==> config.mk <==
export PLATFORM = sky130hd
export DESIGN_NAME = uri_percent_decoder
export DESIGN_NICKNAME = d
export VERILOG_FILES = /design/src/hdl/upd_pkg.sv /design/src/hdl/upd_core.sv /design/src/hdl/upd_out.sv /design/src/hdl/uri_percent_decoder.sv
export SDC_FILE = /design/constraint.sdc
export NUM_CORES = 1
export LEC_CHECK = 0
export BUFFER_PORTS_ARGS = -buffer_cell sky130_fd_sc_hd__buf_2
export CAP_MARGIN = 25
export CORE_ASPECT_RATIO = 1.4
export CORE_MARGIN = 8
export CORE_UTILIZATION = 50
export DETAILED_ROUTE_END_ITERATION = 6
export PLACE_DENSITY = 0.73
export SLEW_MARGIN = 20
export SYNTH_ARGS = -nofsm -noshare
export SYNTH_HDL_FRONTEND = slang
export SYNTH_SLANG_ARGS = --single-unit
==> constraint.sdc <==
create_clock -name clk -period 5.26 [get_ports clk]
set_input_delay 0.526 -clock clk [delete_from_list [all_inputs] [get_ports clk]]
set_output_delay 0.526 -clock clk [all_outputs]
set_load 0.05 [all_outputs]
==> src/hdl/upd_pkg.sv <==
package upd_pkg;

  localparam int unsigned MaxResults = 3;
  localparam logic [7:0] PctChar = 8'h25;

  typedef enum logic [1:0] {
    PH_PLAIN = 2'd0,
    PH_HEX1  = 2'd1,
    PH_HEX2  = 2'd2,
    PH_PCT   = 2'd3
  } phase_t;

  typedef struct packed {
    phase_t     phase;
    logic [1:0] cont_left;
    logic [7:0] first_hex;
    logic       dropping;
  } state_t;

  typedef struct packed {
    logic [7:0] data;
    logic       error;
    logic       last;
  } res_t;

  typedef res_t [MaxResults-1:0] res_group_t;

endpackage

==> src/hdl/upd_core.sv <==
module upd_core
  import upd_pkg::*;
(
  input  state_t     st,
  input  logic       keep_reserved,
  input  logic [7:0] in_byte,
  input  logic       in_last,
  output state_t     st_next,
  output logic [1:0] nres,
  output res_group_t res
);

  function automatic logic [4:0] hex_value(input logic [7:0] ch);
    logic [4:0] v;
    v = 5'h10;
    if (ch >= 8'h30 && ch <= 8'h39) begin
      v = {1'b0, ch[3:0]};
    end else if ((ch >= 8'h61 && ch <= 8'h66) || (ch >= 8'h41 && ch <= 8'h46)) begin
      v = {1'b0, ch[3:0] + 4'd9};
    end
    return v;
  endfunction

  function automatic logic is_reserved(input logic [7:0] c);
    logic r;
    case (c) inside
      8'h3b, 8'h2f, 8'h3f, 8'h3a, 8'h40, 8'h26, 8'h3d, 8'h2b, 8'h24, 8'h2c, 8'h23: r = 1'b1;
      default: r = 1'b0;
    endcase
    return r;
  endfunction

  logic [4:0] h1;
  logic [4:0] h2;
  logic [7:0] c;
  logic [1:0] cont;
  logic [1:0] left_dec;
  logic       fail;

  assign h1       = hex_value(st.first_hex);
  assign h2       = hex_value(in_byte);
  assign c        = {h1[3:0], h2[3:0]};
  assign left_dec = st.cont_left - 2'd1;

  always_comb begin
    if ((c & 8'hf8) == 8'hf0) begin
      cont = 2'd3;
    end else if ((c & 8'hf0) == 8'he0) begin
      cont = 2'd2;
    end else if ((c & 8'he0) == 8'hc0) begin
      cont = 2'd1;
    end else begin
      cont = 2'd0;
    end
  end

  always_comb begin
    st_next = st;
    nres    = 2'd0;
    res     = '0;
    fail    = 1'b0;
    if (st.dropping) begin
      if (in_last) begin
        st_next = '0;
      end
    end else begin
      case (st.phase)
        PH_HEX1: begin
          if (h2[4] || in_last) begin
            fail = 1'b1;
          end else begin
            st_next.first_hex = in_byte;
            st_next.phase     = PH_HEX2;
          end
        end
        PH_HEX2: begin
          if (h1[4] || h2[4]) begin
            fail = 1'b1;
          end else if (st.cont_left != 2'd0) begin
            if (in_last && left_dec != 2'd0) begin
              fail = 1'b1;
            end else begin
              st_next.cont_left = left_dec;
              st_next.phase     = (left_dec != 2'd0) ? PH_PCT : PH_PLAIN;
              res[0]            = '{data: c, error: 1'b0, last: in_last};
              nres              = 2'd1;
            end
          end else if (c[7]) begin
            if (cont == 2'd0 || in_last) begin
              fail = 1'b1;
            end else begin
              st_next.cont_left = cont;
              st_next.phase     = PH_PCT;
              res[0]            = '{data: c, error: 1'b0, last: 1'b0};
              nres              = 2'd1;
            end
          end else begin
            st_next.phase = PH_PLAIN;
            if (keep_reserved && is_reserved(c)) begin
              res[0] = '{data: PctChar, error: 1'b0, last: 1'b0};
              res[1] = '{data: st.first_hex, error: 1'b0, last: 1'b0};
              res[2] = '{data: in_byte, error: 1'b0, last: in_last};
              nres   = 2'd3;
            end else begin
              res[0] = '{data: c, error: 1'b0, last: in_last};
              nres   = 2'd1;
            end
          end
        end
        PH_PCT: begin
          if (in_byte != PctChar || in_last) begin
            fail = 1'b1;
          end else begin
            st_next.phase = PH_HEX1;
          end
        end
        default: begin
          if (in_byte == PctChar) begin
            if (in_last) begin
              fail = 1'b1;
            end else begin
              st_next.cont_left = 2'd0;
              st_next.phase     = PH_HEX1;
            end
          end else begin
            st_next.phase = PH_PLAIN;
            res[0]        = '{data: in_byte, error: 1'b0, last: in_last};
            nres          = 2'd1;
          end
        end
      endcase
      if (fail) begin
        st_next          = '0;
        st_next.dropping = !in_last;
        res              = '0;
        res[0]           = '{data: 8'h00, error: 1'b1, last: 1'b1};
        nres             = 2'd1;
      end
    end
  end

endmodule

==> src/hdl/upd_out.sv <==
module upd_out
  import upd_pkg::*;
(
  input  logic       clk,
  input  logic       rst,
  input  logic       load,
  input  logic [1:0] nres,
  input  res_group_t res,
  output logic       can_load,
  output logic       m_tvalid,
  input  logic       m_tready,
  output logic [7:0] m_tdata,
  output logic       m_tuser,
  output logic       m_tlast
);

  logic [1:0] count;
  logic [1:0] count_next;
  res_group_t buffer;
  logic       pop;

  assign m_tvalid = (count != 2'd0);
  assign pop      = m_tvalid && m_tready;
  assign can_load = (count == 2'd0) || (count == 2'd1 && m_tready);
  assign m_tdata  = buffer[0].data;
  assign m_tuser  = buffer[0].error;
  assign m_tlast  = buffer[0].last;

  always_comb begin
    count_next = count;
    if (load) begin
      count_next = nres;
    end else if (pop) begin
      count_next = count - 2'd1;
    end
  end

  always_ff @(posedge clk) begin
    if (rst) begin
      count <= 2'd0;
    end else begin
      count <= count_next;
    end
  end

  // advance the queue on a pop, overwrite it on a load
  always_ff @(posedge clk) begin
    if (load) begin
      buffer <= res;
    end else if (pop) begin
      buffer[0] <= buffer[1];
      buffer[1] <= buffer[2];
    end
  end

endmodule

==> src/hdl/uri_percent_decoder.sv <==
// URI percent decoder: takes one encoded byte per cycle on the s_ stream and
// gives decoded bytes on the m_ stream. Each accepted byte yields zero, one or
// three requests; a byte is accepted every cycle unless the three-entry result
// queue holds more than one request, or holds one that the m_ side is not
// taking, so an escape of a reserved character in keep mode (three results)
// holds the input while the queue drains; all other bytes sustain one byte
// per cycle while m_tready stays high. Results appear on the m_ stream in the
// cycle after their byte is accepted. Errors come out as a single request
// with tuser set, tdata zero and tlast set; the rest of that string is dropped
// up to its tlast byte. keep_reserved sits at APB address 0 and resets to 1.
module uri_percent_decoder
  import upd_pkg::*;
(
  input  logic        clk,
  input  logic        rst,
  input  logic        s_tvalid,
  output logic        s_tready,
  input  logic [7:0]  s_tdata,   // in_byte[7:0]
  input  logic        s_tlast,
  output logic        m_tvalid,
  input  logic        m_tready,
  output logic [7:0]  m_tdata,   // out_byte[7:0]
  output logic        m_tuser,   // out_error
  output logic        m_tlast,
  input  logic        psel,
  input  logic        penable,
  input  logic        pwrite,
  input  logic [2:0]  paddr,
  input  logic [31:0] pwdata,
  output logic [31:0] prdata,
  output logic        pready
);

  state_t     st;
  state_t     st_next;
  logic       keep_reserved;
  logic [1:0] nres;
  res_group_t res;
  logic       can_load;
  logic       accept;

  assign pready   = 1'b1;
  assign prdata   = (paddr[2] == 1'b0) ? {31'd0, keep_reserved} : 32'd0;
  assign s_tready = can_load;
  assign accept   = s_tvalid && can_load;

  always_ff @(posedge clk) begin
    if (rst) begin
      keep_reserved <= 1'b1;
    end else if (psel && penable && pwrite && pready && paddr[2] == 1'b0) begin
      keep_reserved <= pwdata[0];
    end
  end

  always_ff @(posedge clk) begin
    if (rst) begin
      st <= '0;
    end else if (accept) begin
      st <= st_next;
    end
  end

  upd_core u_core (
    .st            (st),
    .keep_reserved (keep_reserved),
    .in_byte       (s_tdata),
    .in_last       (s_tlast),
    .st_next       (st_next),
    .nres          (nres),
    .res           (res)
  );

  upd_out u_out (
    .clk      (clk),
    .rst      (rst),
    .load     (accept),
    .nres     (nres),
    .res      (res),
    .can_load (can_load),
    .m_tvalid (m_tvalid),
    .m_tready (m_tready),
    .m_tdata  (m_tdata),
    .m_tuser  (m_tuser),
    .m_tlast  (m_tlast)
  );

endmodule

== After elaboration in Yosys (flattened, before gate mapping) ==
Index checks and enable logic that the tools add are counted.
Operators by class
  reductions and logical operators: 37
  $lt $le $gt $ge: 12
  bitwise operators: 3
  muxes and demuxes: 72
  add/sub/neg operators: 4
  equal/unequal tests: 32
Operators by type and width (count)
  2-to-1 mux 20 bit: 5
  2-to-1 mux 10 bit: 9
  == test 8 x 6 -> 1 bit, second input constant: 11
  2-to-1 mux 13 bit: 3
  2-to-1 mux 2 bit: 17
  >= comparator 8 x 7 -> 1 bit, second input constant: 4
  <= comparator 8 x 7 -> 1 bit, second input constant: 4
  2-to-1 mux 1 bit: 21
  2-to-1 mux 4 bit: 5
  2-to-1 mux 5 bit: 4
  case mux 10 bit (2 select lines): 1
  >= comparator 8 x 6 -> 1 bit, second input constant: 2
  <= comparator 8 x 6 -> 1 bit, second input constant: 2
  2-to-1 mux 8 bit: 2
  logical AND 1 bit: 14
  != test 4 bit, second input constant: 3
  OR reduction 11 bit: 1
  2-to-1 mux 9 bit: 1
  AND reduction 9 bit: 1
  adder 4 bit, second input constant: 2
  == test 8 x 7 -> 1 bit, second input constant: 1
  != test 8 x 6 -> 1 bit, second input constant: 1
  case mux 2 bit (2 select lines): 2
  AND reduction 8 bit: 1
  other kinds (28): 43
Word-level totals
  flip-flop bits (word level): 46
  output and inout port bits: 45
  word-level logic and storage cells: 175
  input port bits: 51

== Logic depth before layout (Yosys ltp) ==
Gate-level depths: netlist (run 1).
  word-level depth: 22
  gate-level depth with buffers: 13
  depth with buffers taken out: 10

== By module ==
From an unflattened synthesis (run 1), not the netlist that was laid out.
Unflattened totals
  cells, all modules: 398
  area total of the unflattened synthesis: 3801.1 um^2
By module, submodules not included
  upd_core: area an instance 1537.7 um^2, instances 1, cells an instance 219
  upd_out: area an instance 1352.5 um^2, instances 1, cells an instance 79
  uri_percent_decoder: area an instance 910.9 um^2, instances 1, cells an instance 100

== Least setup slack after synthesis (run 1) ==
Ideal clock, no wire load.
  kind: input-to-reg
  start: input port s_tdata[0]
  end: register u_out.buffer, in the netlist u_out.m_tdata[1], data pin
  arrival: 3.170 ns
  setup slack: 1.823 ns
  path buffers: 2
  stages on the path: 12
  path through: clkbuf_1 > inv_1 > ha_1 > o21ba_2 > o21a_2 > a41o_1 > buf_6 > a2111oi_0 > o211ai_1 > and3_1 > a211oi_2 > o21ai_0
On the way
  word-level cells in the longest chain between the ends: 22
  elaborated cells between the ends (all ways): 61
  those cells by class: add/sub (1); order compare (6); eq/ne (14); mux (29); reduce/logical (11)
Ends and longest elaborated chain
  start, declared: line uri_percent_decoder.sv:18  | input logic [7:0] s_tdata,
  >= comparator 8 x 7 -> 1 bit / <= comparator 8 x 7 -> 1 bit (equally long branches): line upd_core.sv:18  | end else if ((ch >= 8'h61 && ch <= 8'h66) || (ch >= 8'h41 && ch <= 8'h46)) begin
  logical AND 1 bit: line upd_core.sv:18
  logical OR 1 bit: line upd_core.sv:18
  2-to-1 mux 5 bit: line upd_core.sv:18
  2-to-1 mux 5 bit: line upd_core.sv:16  | if (ch >= 8'h30 && ch <= 8'h39) begin
  == test 8 x 6 -> 1 bit / == test 8 x 7 -> 1 bit (equally long branches): line upd_core.sv:99  | if (keep_reserved && is_reserved(c)) begin
  OR reduction 11 bit: line upd_core.sv:26  | case (c) inside
  2-to-1 mux 1 bit: line upd_core.sv:26
  [6 not listed]
  2-to-1 mux 9 bit: line upd_core.sv:99
  2-to-1 mux 10 bit: line upd_core.sv:88  | end else if (c[7]) begin
  2-to-1 mux 10 bit: line upd_core.sv:79  | end else if (st.cont_left != 2'd0) begin
  2-to-1 mux 20 bit: line upd_core.sv:77  | if (h1[4] || h2[4]) begin
  case mux 10 bit (2 select lines): line upd_core.sv:67  | case (st.phase)
  2-to-1 mux 20 bit *: line upd_core.sv:132  | if (fail) begin
  2-to-1 mux 20 bit *: line upd_core.sv:62  | if (st.dropping) begin
  2-to-1 mux 20 bit *: line upd_out.sv:48  | if (load) begin
  end signal, assigned: line upd_out.sv:49  | buffer <= res;
  end, declared: line upd_out.sv:19  | res_group_t buffer;
Every way passes the cells marked *; elsewhere a longest branch is shown, timed or not. The select of a mux whose other input is x is not followed.
A chain may end at the register's enable or synchronous reset.

== Worst setup path in the final report (run 1) ==
  start: register st[1] (netlist name)
  end: register u_out.buffer[23] (netlist name), data pin
On the way
  word-level cells in the longest chain between the ends: 18
  elaborated cells between the ends (all ways): 49
  those cells by class: add/sub (1); order compare (6); eq/ne (14); mux (17); bitwise (1); reduce/logical (10)
Ends and longest elaborated chain
  >= comparator 8 x 7 -> 1 bit / <= comparator 8 x 7 -> 1 bit (equally long branches): line upd_core.sv:18
  logical AND 1 bit: line upd_core.sv:18
  logical OR 1 bit: line upd_core.sv:18
  2-to-1 mux 5 bit: line upd_core.sv:18
  2-to-1 mux 5 bit *: line upd_core.sv:16
  == test 3 bit: line upd_core.sv:50  | end else if ((c & 8'he0) == 8'hc0) begin
  2-to-1 mux 1 bit: line upd_core.sv:50
  2-to-1 mux 2 bit: line upd_core.sv:48  | end else if ((c & 8'hf0) == 8'he0) begin
  [2 not listed]
  logical OR 1 bit: line upd_core.sv:89  | if (cont == 2'd0 || in_last) begin
  2-to-1 mux 1 bit: line upd_core.sv:89
  2-to-1 mux 1 bit: line upd_core.sv:88
  2-to-1 mux 1 bit: line upd_core.sv:79
  2-to-1 mux 1 bit: line upd_core.sv:77
  case mux 1 bit (3 select lines): line upd_core.sv:67
  2-to-1 mux 1 bit: line upd_core.sv:62
  OR reduction 7 bit (no line) *
Marks and branches as above.

==> run summary, run 1 <==
status - complete, no violations
IO Port Bufs - 30
TritonCTS Sinks - 44
r2r worst-path depth - 9
DIE AREA - 0.00995 mm²
CTS Buf Count - 5
clock insertion delay at the later pin of the skew report - 300 ps
GR Overflow Total - 0
worst reg-to-reg setup slack - 1580 ps
syn_area_per_cell - 8.91 µm²
Vias/cell - 5.87
Post-synth top flop - edfxtp_1
Critical R2R Launch - st[1]
Placed Area - 0.00348 mm²
WL/cell - 17.1 µm
hold-fix buffers at CTS - 0
root buf cell - clkbuf_8
router iterations before antenna repair - 5
H-tree levels - 2
Critical Path End Type - register
Power per Cell Area - 346 mW/mm²
maximum clock insertion buffer count - 2
core area - 0.00685 mm²
final worst setup slack - 1580 ps
Final Hold Viols - 0
CP peak stage delay - 650 ps
Post-Syn Instances - 392
Rel. slew slack - 36.2%
Post-synth EDFFs - 28
Worst-path clk slew - 90 ps
Fin Setup TNS - 0 ps
Setup Buffers After CTS - 0
worst-path fanout max - 8
worst slack, placed - 1380 ps
Final Cell Area - 0.00359 mm²
Ant. Diodes - 0
die width - 86.6 µm
Overall Global Routing Usage - 17.4%
initial antenna violation count - 0
Critical Path RT - 5430 ps
Nets - 462
CP max-delay cell - a2111oi_4
Synth Warn # - 0
Max Slew Vio Count - 0
first-pass GRT wire length - 13.9 mm
max cap viols - 0
WP buf/inv - 1
hold path depth - 3
Min-Delay Endpoint - keep_reserved
Area Growth Syn to Fin - 2.83%
CP Cell Sequence - inv_1 > ha_1 > o21ba_2 > o21ai_1 > mux2i_1 > a2111oi_0 > o211ai_1 > a2111oi_4 > and2_1
VDD IR max - 0.000146 V
top cell family by delay on the critical path - compound AO/OA/AOI/OAI gates
launching element type of the critical path - register
actual slew at the worst max-slew pin - 944 ps
drt initial violations - 226
register area share after synthesis - 33.2%
CTS tree - done
minimum clock period - 3680 ps
Async SR Flop Fraction - 0%
DRC - 0
Initial Util - 51.0%
Layout Skew - 9.26 ps
Hold Crit Class - in -> reg
FP Rows - 36
Post-Route WL - 8.53 mm
final setup vio count - 0
Post-Route Utilization - 52.4%
ratio of cells with drive above 1 in the final layout - 13.4%
Final HPWL DP - 6.58 mm
IO Pins - 96
period utilization - 69.9%
RSZ-0062 raised after global routing - false
reg2reg end - u_out.buffer[23]
Die Span Y - 115 µm
post-detailed-route count of antenna-violating nets - 0
Synth Register Bits - 44
WS Path Type - reg -> reg
leak pwr - 1.38 nW
vias in the first global route - 2,840
max frequency - 272 MHz
vias post-DR - 2,925
routability congestion estimate - 0.966
Synth Cell Area - 0.00349 mm²
crit path DAT - 3850 ps
largest net degree at the start of global routing - 24
Resized Gates After CTS - 0
synth unique cells - 76
HP Start - pwdata[0]
-- per-layer routing --
layer,vias to the layer above,GRT usage (%),part of all wire (%)
li1,1414,-,-
met1,1383,19.4,39
met2,110,30.9,52
met3,18,2.93,6.0
met4,0,8.88,3.3
met5,-,0,0
-- worst max-delay path by stage --
stage                                  end  cells past startpoint  slack, ps       start
final                     u_out.buffer[23]                      9       1580       st[1]
after global routing      u_out.buffer[27]                      9       1220       st[1]
after CTS                 u_out.buffer[23]                      9       1630       st[1]
after detailed placement  u_out.buffer[23]                     11       1380  s_tdata[0]
after global placement    u_out.m_tdata[4]                     10       1430  s_tdata[0]
after floorplan           u_out.m_tdata[1]                     12       1820  s_tdata[0]
-- cell type report --
cell class / count / area, µm²
clock buffers: 5 / 68.8
clock inverters: 3 / 42.5
fillers: 652 / 3260
inverters: 21 / 78.8
multi-input cells: 300 / 1970
flip-flops and latches: 44 / 1160
well taps: 95 / 119
repair buffers: 30 / 150
-- through the flow --
stage	hold WS, ps	total power [mW]	instances
global placement	456	0.975	490
global route	444	1.31	498
floorplan	428	0.934	423
CTS	434	1.25	498
finish	435	1.24	498
detailed placement	456	0.987	490
-- synthesized netlist by cell type (2+ instances only) --
| cell type | number | area (µm²) |
|---|---|---|
| a211oi_1 | 4 | 30.0 |
| and3b_1 | 2 | 17.5 |
| buf_6 | 3 | 33.8 |
| a22oi_1 | 7 | 52.6 |
| o21bai_1 | 2 | 15.0 |
| nand3b_1 | 2 | 15.0 |
| nand2_1 | 36 | 135 |
| a32oi_1 | 4 | 35.0 |
| a211oi_2 | 2 | 25.0 |
| nor2b_1 | 5 | 31.3 |
| o31a_1 | 2 | 17.5 |
| a22o_1 | 3 | 26.3 |
| nand2b_1 | 7 | 43.8 |
| o31ai_1 | 8 | 60.1 |
| nor4b_1 | 3 | 26.3 |
| a31oi_1 | 4 | 25.0 |
| a21o_1 | 6 | 45.0 |
| nor3_1 | 6 | 30.0 |
| o211ai_1 | 11 | 82.6 |
| o21ba_2 | 2 | 20.0 |
| nor4_1 | 5 | 31.3 |
| a21oi_1 | 21 | 105 |
| nand3_1 | 10 | 50.1 |
| nor2_1 | 13 | 48.8 |
| o22a_1 | 3 | 26.3 |
| and2_1 | 18 | 113 |
| buf_4 | 41 | 308 |
| edfxtp_1 | 28 | 841 |
| nor3b_1 | 2 | 15.0 |
| conb_1 | 2 | 7.51 |
| ha_1 | 9 | 113 |
| inv_1 | 21 | 78.8 |
| o2111ai_1 | 3 | 26.3 |
| a311oi_1 | 2 | 17.5 |
| clkbuf_1 | 11 | 41.3 |
| a2111o_1 | 2 | 22.5 |
| mux2i_1 | 5 | 50.1 |
| nand4_1 | 3 | 18.8 |
| dfxtp_1 | 16 | 320 |
| or3_1 | 8 | 50.1 |
| o21ai_0 | 14 | 70.1 |
| buf_2 | 2 | 10.0 |
-- worst register-to-register path: cells and delay by family (launching register included) --
kind,cells,cell delay [ps]
flip-flops,1,550
AND/OR/NAND/NOR,1,230
AO/OA/AOI/OAI,5,2130
buffers and inverters,1,170
adder cells (fa/ha/maj),1,260
multiplexers,1,220
-- flip-flops by register name, summed over array words and instances (netlist names) --
name and cells:
u_out.buffer 18, u_out.m_tdata 8, u_out.count 2, st 13, keep_reserved 1, u_out.m_tuser 1, u_out.m_tlast 1
-- logic make-up (layout without fill, tap and decap cells) --
| group | Yosys count | in the layout | synth area share [%] |
|---|---|---|---|
| XOR/XNOR | 1 | 1 | 0.251 |
| buffers and inverters | 79 | 59 | 13.7 |
| other | 2 | 33 | 0.215 |
| multiplexers | 5 | 5 | 1.43 |
| AND/OR/NAND/NOR | 132 | 132 | 21.6 |
| flip-flops | 44 | 44 | 33.2 |
| AO/OA/AOI/OAI | 120 | 120 | 26.4 |
| adder cells (fa/ha/maj) | 9 | 9 | 3.22 |
-- where the power goes --
group          switching [mW]  internal, mW
Clock                   0.123         0.141
Sequential             0.0344         0.461
Combinational           0.361         0.121
-- placed cells by master, fill, tap and decap left out, types with 3 or more instances in the layout --
cell type	n
a22o_1	3
nand3_1	10
a31oi_1	4
nand4_1	3
o31ai_1	8
nor2b_1	5
nor2_1	13
ha_1	9
nor4_1	5
nor3_1	6
buf_2	30
nand2_1	36
o21ai_0	14
inv_1	21
conb_1	33
a211oi_1	4
clkbuf_8	5
nor4b_1	3
o22a_1	3
a21o_1	6
edfxtp_1	28
a22oi_1	7
o2111ai_1	3
nand2b_1	7
and2_1	18
dfxtp_1	16
o211ai_1	11
mux2i_1	5
or3_1	8
a32oi_1	4
a21oi_1	21
(Power assumes the default switching activity.)
==> inputs of run 2 (changes only) <==
Settings changed: CORE_UTILIZATION 50 to 48.
Clock period 5.26 ns to 3.2 ns, I/O delays scaled along.
==> run summary, run 2 (synthesized netlist as in run 1, its figures left out) <==
WP buf/inv - 3
Fin Setup TNS - 0 ps
WS Path Type - reg -> reg
worst reg-to-reg setup slack - 240 ps
Die Span Y - 117 µm
Multi-input gate area - 0.00197 mm²
Combinational Power Share - 40.0%
initial antenna violation count - 0
clock insertion delay at the later pin of the skew report - 320 ps
router iterations before antenna repair - 5
period utilization - 92.5%
fillcell total - 714
max frequency - 338 MHz
actual slew at the worst max-slew pin - 677 ps
Final Hold Viols - 0
drt initial violations - 168
IO Port Bufs - 30
Reg area - 0.00116 mm²
root buf cell - clkbuf_8
Internal - 1.22 mW
TritonCTS Sinks - 44
total power - 2.08 mW
worst-path fanout max - 6
DIE AREA - 0.0103 mm²
Overall Global Routing Usage - 18.0%
Max Slew Vio Count - 0
worst hold margin - 223 ps
WL/cell - 16.8 µm
commonest non-fill, non-tap cells in the layout - nand2_1 (36), conb_1 (33), buf_2 (30)
hold-fix buffers at CTS - 0
status - complete, no violations
Initial Util - 48.4%
sequential share of power - 38.9%
CP peak stage delay - 400 ps
Min-Delay Endpoint - keep_reserved
post-detailed-route count of antenna-violating nets - 0
leak pwr - 1.50 nW
first-pass GRT wire length - 14.4 mm
Setup Buffers After CTS - 0
H-tree levels - 2
CP max-delay cell - nor4b_1
routability congestion estimate - 0.906
core area - 0.00722 mm²
Resized Gates After CTS - 0
CTS tree - done
DRC - 0
VDD IR max - 0.000291 V
Post-Route WL - 8.81 mm
Critical R2R Launch - st[1]
max reg flops - 18
Net Sw Frac - 41.4%
Vias/cell - 5.74
Ant. Diodes - 0
final setup vio count - 0
Critical Path End Type - register
largest net degree at the start of global routing - 23
reg2reg end - u_out.buffer[25]
Nets - 487
RSZ-0062 raised after global routing - false
ratio of cells with drive above 1 in the final layout - 18.7%
Rel. slew slack - 54.8%
die width - 88.1 µm
Area Growth Syn to Fin - 8.38%
max cap viols - 0
GR Overflow Total - 0
r2r worst-path depth - 12
hold path depth - 3
CP Cell Sequence - inv_1 > ha_1 > o21ba_2 > o21ai_1 > buf_4 > and2_1 > nor4b_1 > o21ai_0 > a21o_1 > a2111oi_4 > buf_4 > and2_1
Clock power frac - 21.1%
IO Pins - 96
HP Start - pwdata[0]
vias post-DR - 3,012
sw power - 861 µW
launching element type of the critical path - register
Critical Path RT - 3380 ps
CTS Buf Count - 5
FP Rows - 37
Power per Cell Area - 550 mW/mm²
Layout Skew - 11.8 ps
maximum clock insertion buffer count - 2
minimum clock period - 2960 ps
top cell family by delay on the critical path - compound AO/OA/AOI/OAI gates
crit path DAT - 3140 ps
Hold Crit Class - in -> reg
Final HPWL DP - 6.93 mm
Largest Register - u_out.buffer
Worst-path clk slew - 90 ps
vias in the first global route - 2,967
most common cell after layout, fill and taps aside - nand2_1
-- run 2: worst reg2reg max path, stage by stage, from the launching register on --
cell and delay (ps):
dfxtp_1 340, inv_1 80, ha_1 190, o21ba_2 190
o21ai_1 110, buf_4 180, and2_1 210, nor4b_1 400
o21ai_0 180, a21o_1 240, a2111oi_4 380, buf_4 200
and2_1 130
-- run 2: per-stage QoR --
| step | utilization, % | worst slack [ps] | cell area (µm²) | instances |
|---|---|---|---|---|
| 3_5_place_dp | 50.8 | 90.3 | 3670 | 517 |
| 4_1_cts | 52.4 | 282 | 3780 | 525 |
| 3_3_place_gp | 50.8 | 107 | 3670 | 517 |
| 5_1_grt | 52.4 | 0.729 | 3780 | 525 |
| 2_1_floorplan | - | 86.4 | 3610 | 423 |
| 6_report | 52.4 | 240 | 3780 | 525 |
-- run 2: routing by layer --
layer  up-vias  track usage, %  wire [µm]
met3        22            2.87        467
met2        99            31.6       4590
met5         -               0          0
li1       1466               -          -
met4         0            12.1        420
met1      1425            19.3       3340
-- run 2: how the worst max path moves through the flow --
stage | to | cells after the start | slack, ps | startpoint
2_1_floorplan | u_out.m_tdata[1] | 12 | 90 | s_tdata[0]
3_3_place_gp | st[5] | 12 | 110 | s_tdata[0]
3_5_place_dp | st[5] | 12 | 90 | s_tdata[0]
4_1_cts | u_out.buffer[25] | 12 | 280 | st[1]
5_1_grt | u_out.buffer[28] | 12 | 0.7 | st[1]
6_report | u_out.buffer[25] | 12 | 240 | st[1]
-- run 2: power by group through the flow --
stage          logic (mW)  registers (mW)  clock network, mW
2_1_floorplan       0.706           0.829                  0
3_3_place_gp        0.821           0.820                  0
3_5_place_dp        0.834           0.823                  0
4_1_cts             0.836           0.810              0.450
5_1_grt             0.901           0.826              0.471
6_report            0.833           0.810              0.438
-- run 2: cell type report --
class | count | share of cell area [%]
clock buffers | 5 | 1.82
clock inverters | 3 | 1.22
inverters | 21 | 2.08
multi-input cells | 300 | 52.1
flip-flops and latches | 44 | 30.7
well taps | 97 | 3.21
repair buffers | 55 | 8.93
==> inputs of run 3 (changes only) <==
Settings changed: RECOVER_POWER from default to 100.
==> run summary, run 3 (synthesized netlist as in run 1, its figures left out) <==
status - complete, no violations
CTS Buf Count - 5
hold-fix buffers at CTS - 0
RSZ-0062 raised after global routing - false
core area - 0.00722 mm²
Area Growth Syn to Fin - 6.88%
TritonCTS Sinks - 44
CP startpoint - st[1]
sw power - 862 µW
DIE AREA - 0.0103 mm²
leak pwr - 1.44 nW
Final Hold Viols - 0
sequential share of power - 39.6%
vias post-DR - 3,003
FP Rows - 37
Fin Setup TNS - 0 ps
Internal - 1.19 mW
Clock power frac - 21.3%
max frequency - 334 MHz
final setup vio count - 0
Placed Area - 0.00367 mm²
Power per Cell Area - 550 mW/mm²
CTS tree - done
DRC - 0
most common cell after layout, fill and taps aside - nand2_1
WL/cell - 16.7 µm
VDD IR max - 0.000285 V
Setup Buffers After CTS - 0
Ant. Diodes - 0
Resized Gates After CTS - 0
fillcell total - 726
commonest non-fill, non-tap cells in the layout - nand2_1 (36), conb_1 (33), edfxtp_1 (28)
period utilization - 93.4%
post-detailed-route count of antenna-violating nets - 0
Overall Global Routing Usage - 18.0%
Post-Route WL - 8.79 mm
max cap viols - 0
Net Sw Frac - 42.0%
Rel. slew slack - 43.2%
Critical Path End Type - register
routability congestion estimate - 0.906
Worst-path clk slew - 90 ps
WS Path Type - reg -> reg
worst-path fanout max - 11
crit path DAT - 3250 ps
GR Overflow Total - 0
actual slew at the worst max-slew pin - 852 ps
maximum clock insertion buffer count - 2
Max Slew Vio Count - 0
launching element type of the critical path - register
Final Cell Area - 0.00373 mm²
IO Pins - 96
Hold Crit Class - in -> reg
Critical R2R Launch - st[1]
root buf cell - clkbuf_8
Layout Skew - 12.1 ps
max reg flops - 18
Initial Util - 48.4%
first-pass GRT wire length - 14.4 mm
IO Port Bufs - 30
Worst Setup EP - st[4]
die width - 88.1 µm
router iterations before antenna repair - 4
H-tree levels - 2
reg2reg end - st[4]
Nets - 487
vias in the first global route - 2,967
Combinational Power Share - 39.1%
r2r worst-path depth - 11
Critical Path RT - 3460 ps
Largest Register - u_out.buffer
ratio of cells with drive above 1 in the final layout - 14.5%
Vias/cell - 5.72
clock insertion delay at the later pin of the skew report - 320 ps
largest net degree at the start of global routing - 23
Final HPWL DP - 6.93 mm
minimum clock period - 2990 ps
initial antenna violation count - 0
drt initial violations - 163
Die Span Y - 117 µm
worst reg-to-reg setup slack - 210 ps
[run 3: power by group through the flow]
| stage | registers [mW] | logic (mW) | clock network (mW) |
|---|---|---|---|
| 6_report | 0.813 | 0.804 | 0.438 |
| 5_1_grt | 0.827 | 0.872 | 0.471 |
| 4_1_cts | 0.810 | 0.836 | 0.450 |
| 3_5_place_dp | 0.823 | 0.834 | 0 |
| 3_3_place_gp | 0.820 | 0.821 | 0 |
| 2_1_floorplan | 0.829 | 0.706 | 0 |
[run 3: critical path, cell delays in order (launching register included)]
cell and delay [ps]:
dfxtp_1 360, inv_1 70, ha_1 220, or3b_1 390, a21oi_1 160, o2bb2ai_1 170, a2111o_1 370, a21oi_1 270
o21ai_2 110, clkbuf_2 260, or3_1 400, a21oi_1 140
[run 3: worst min-delay path by stage]
stage                     startpoint            end  cells past startpoint
after floorplan                st[6]          st[6]                      2
after global placement         st[7]          st[7]                      2
after detailed placement       st[7]          st[7]                      2
after CTS                  pwdata[0]  keep_reserved                      3
after global routing       pwdata[0]  keep_reserved                      3
final                      pwdata[0]  keep_reserved                      3
[run 3: layer usage]
| metal | part of all wire [%] | track usage [%] | up-vias |
|---|---|---|---|
| met2 | 51 | 31.6 | 89 |
| met5 | 0 | 0 | - |
| met4 | 5.3 | 12.1 | 0 |
| li1 | - | - | 1465 |
| met3 | 5.4 | 2.87 | 27 |
| met1 | 38 | 19.3 | 1422 |
[run 3: final cells by class]
cell class | count | area [µm²] | share of cell area (%)
clock buffers | 5 | 68.8 | 1.84
clock inverters | 3 | 46.3 | 1.24
inverters | 21 | 78.8 | 2.11
multi-input cells | 300 | 1950 | 52.3
flip-flops and latches | 44 | 1160 | 31.1
well taps | 97 | 121 | 3.25
repair buffers | 55 | 305 | 8.18
[run 3: per-stage QoR]
step	power (mW)	util [%]	worst slack (ps)	hold slack, ps	std cells
3_5_place_dp	1.66	50.8	90.3	451	517
2_1_floorplan	1.53	-	86.4	428	423
6_report	2.05	51.7	210	221	525
5_1_grt	2.17	51.7	3.30	246	525
4_1_cts	2.10	52.4	282	218	525
3_3_place_gp	1.64	50.8	107	456	517
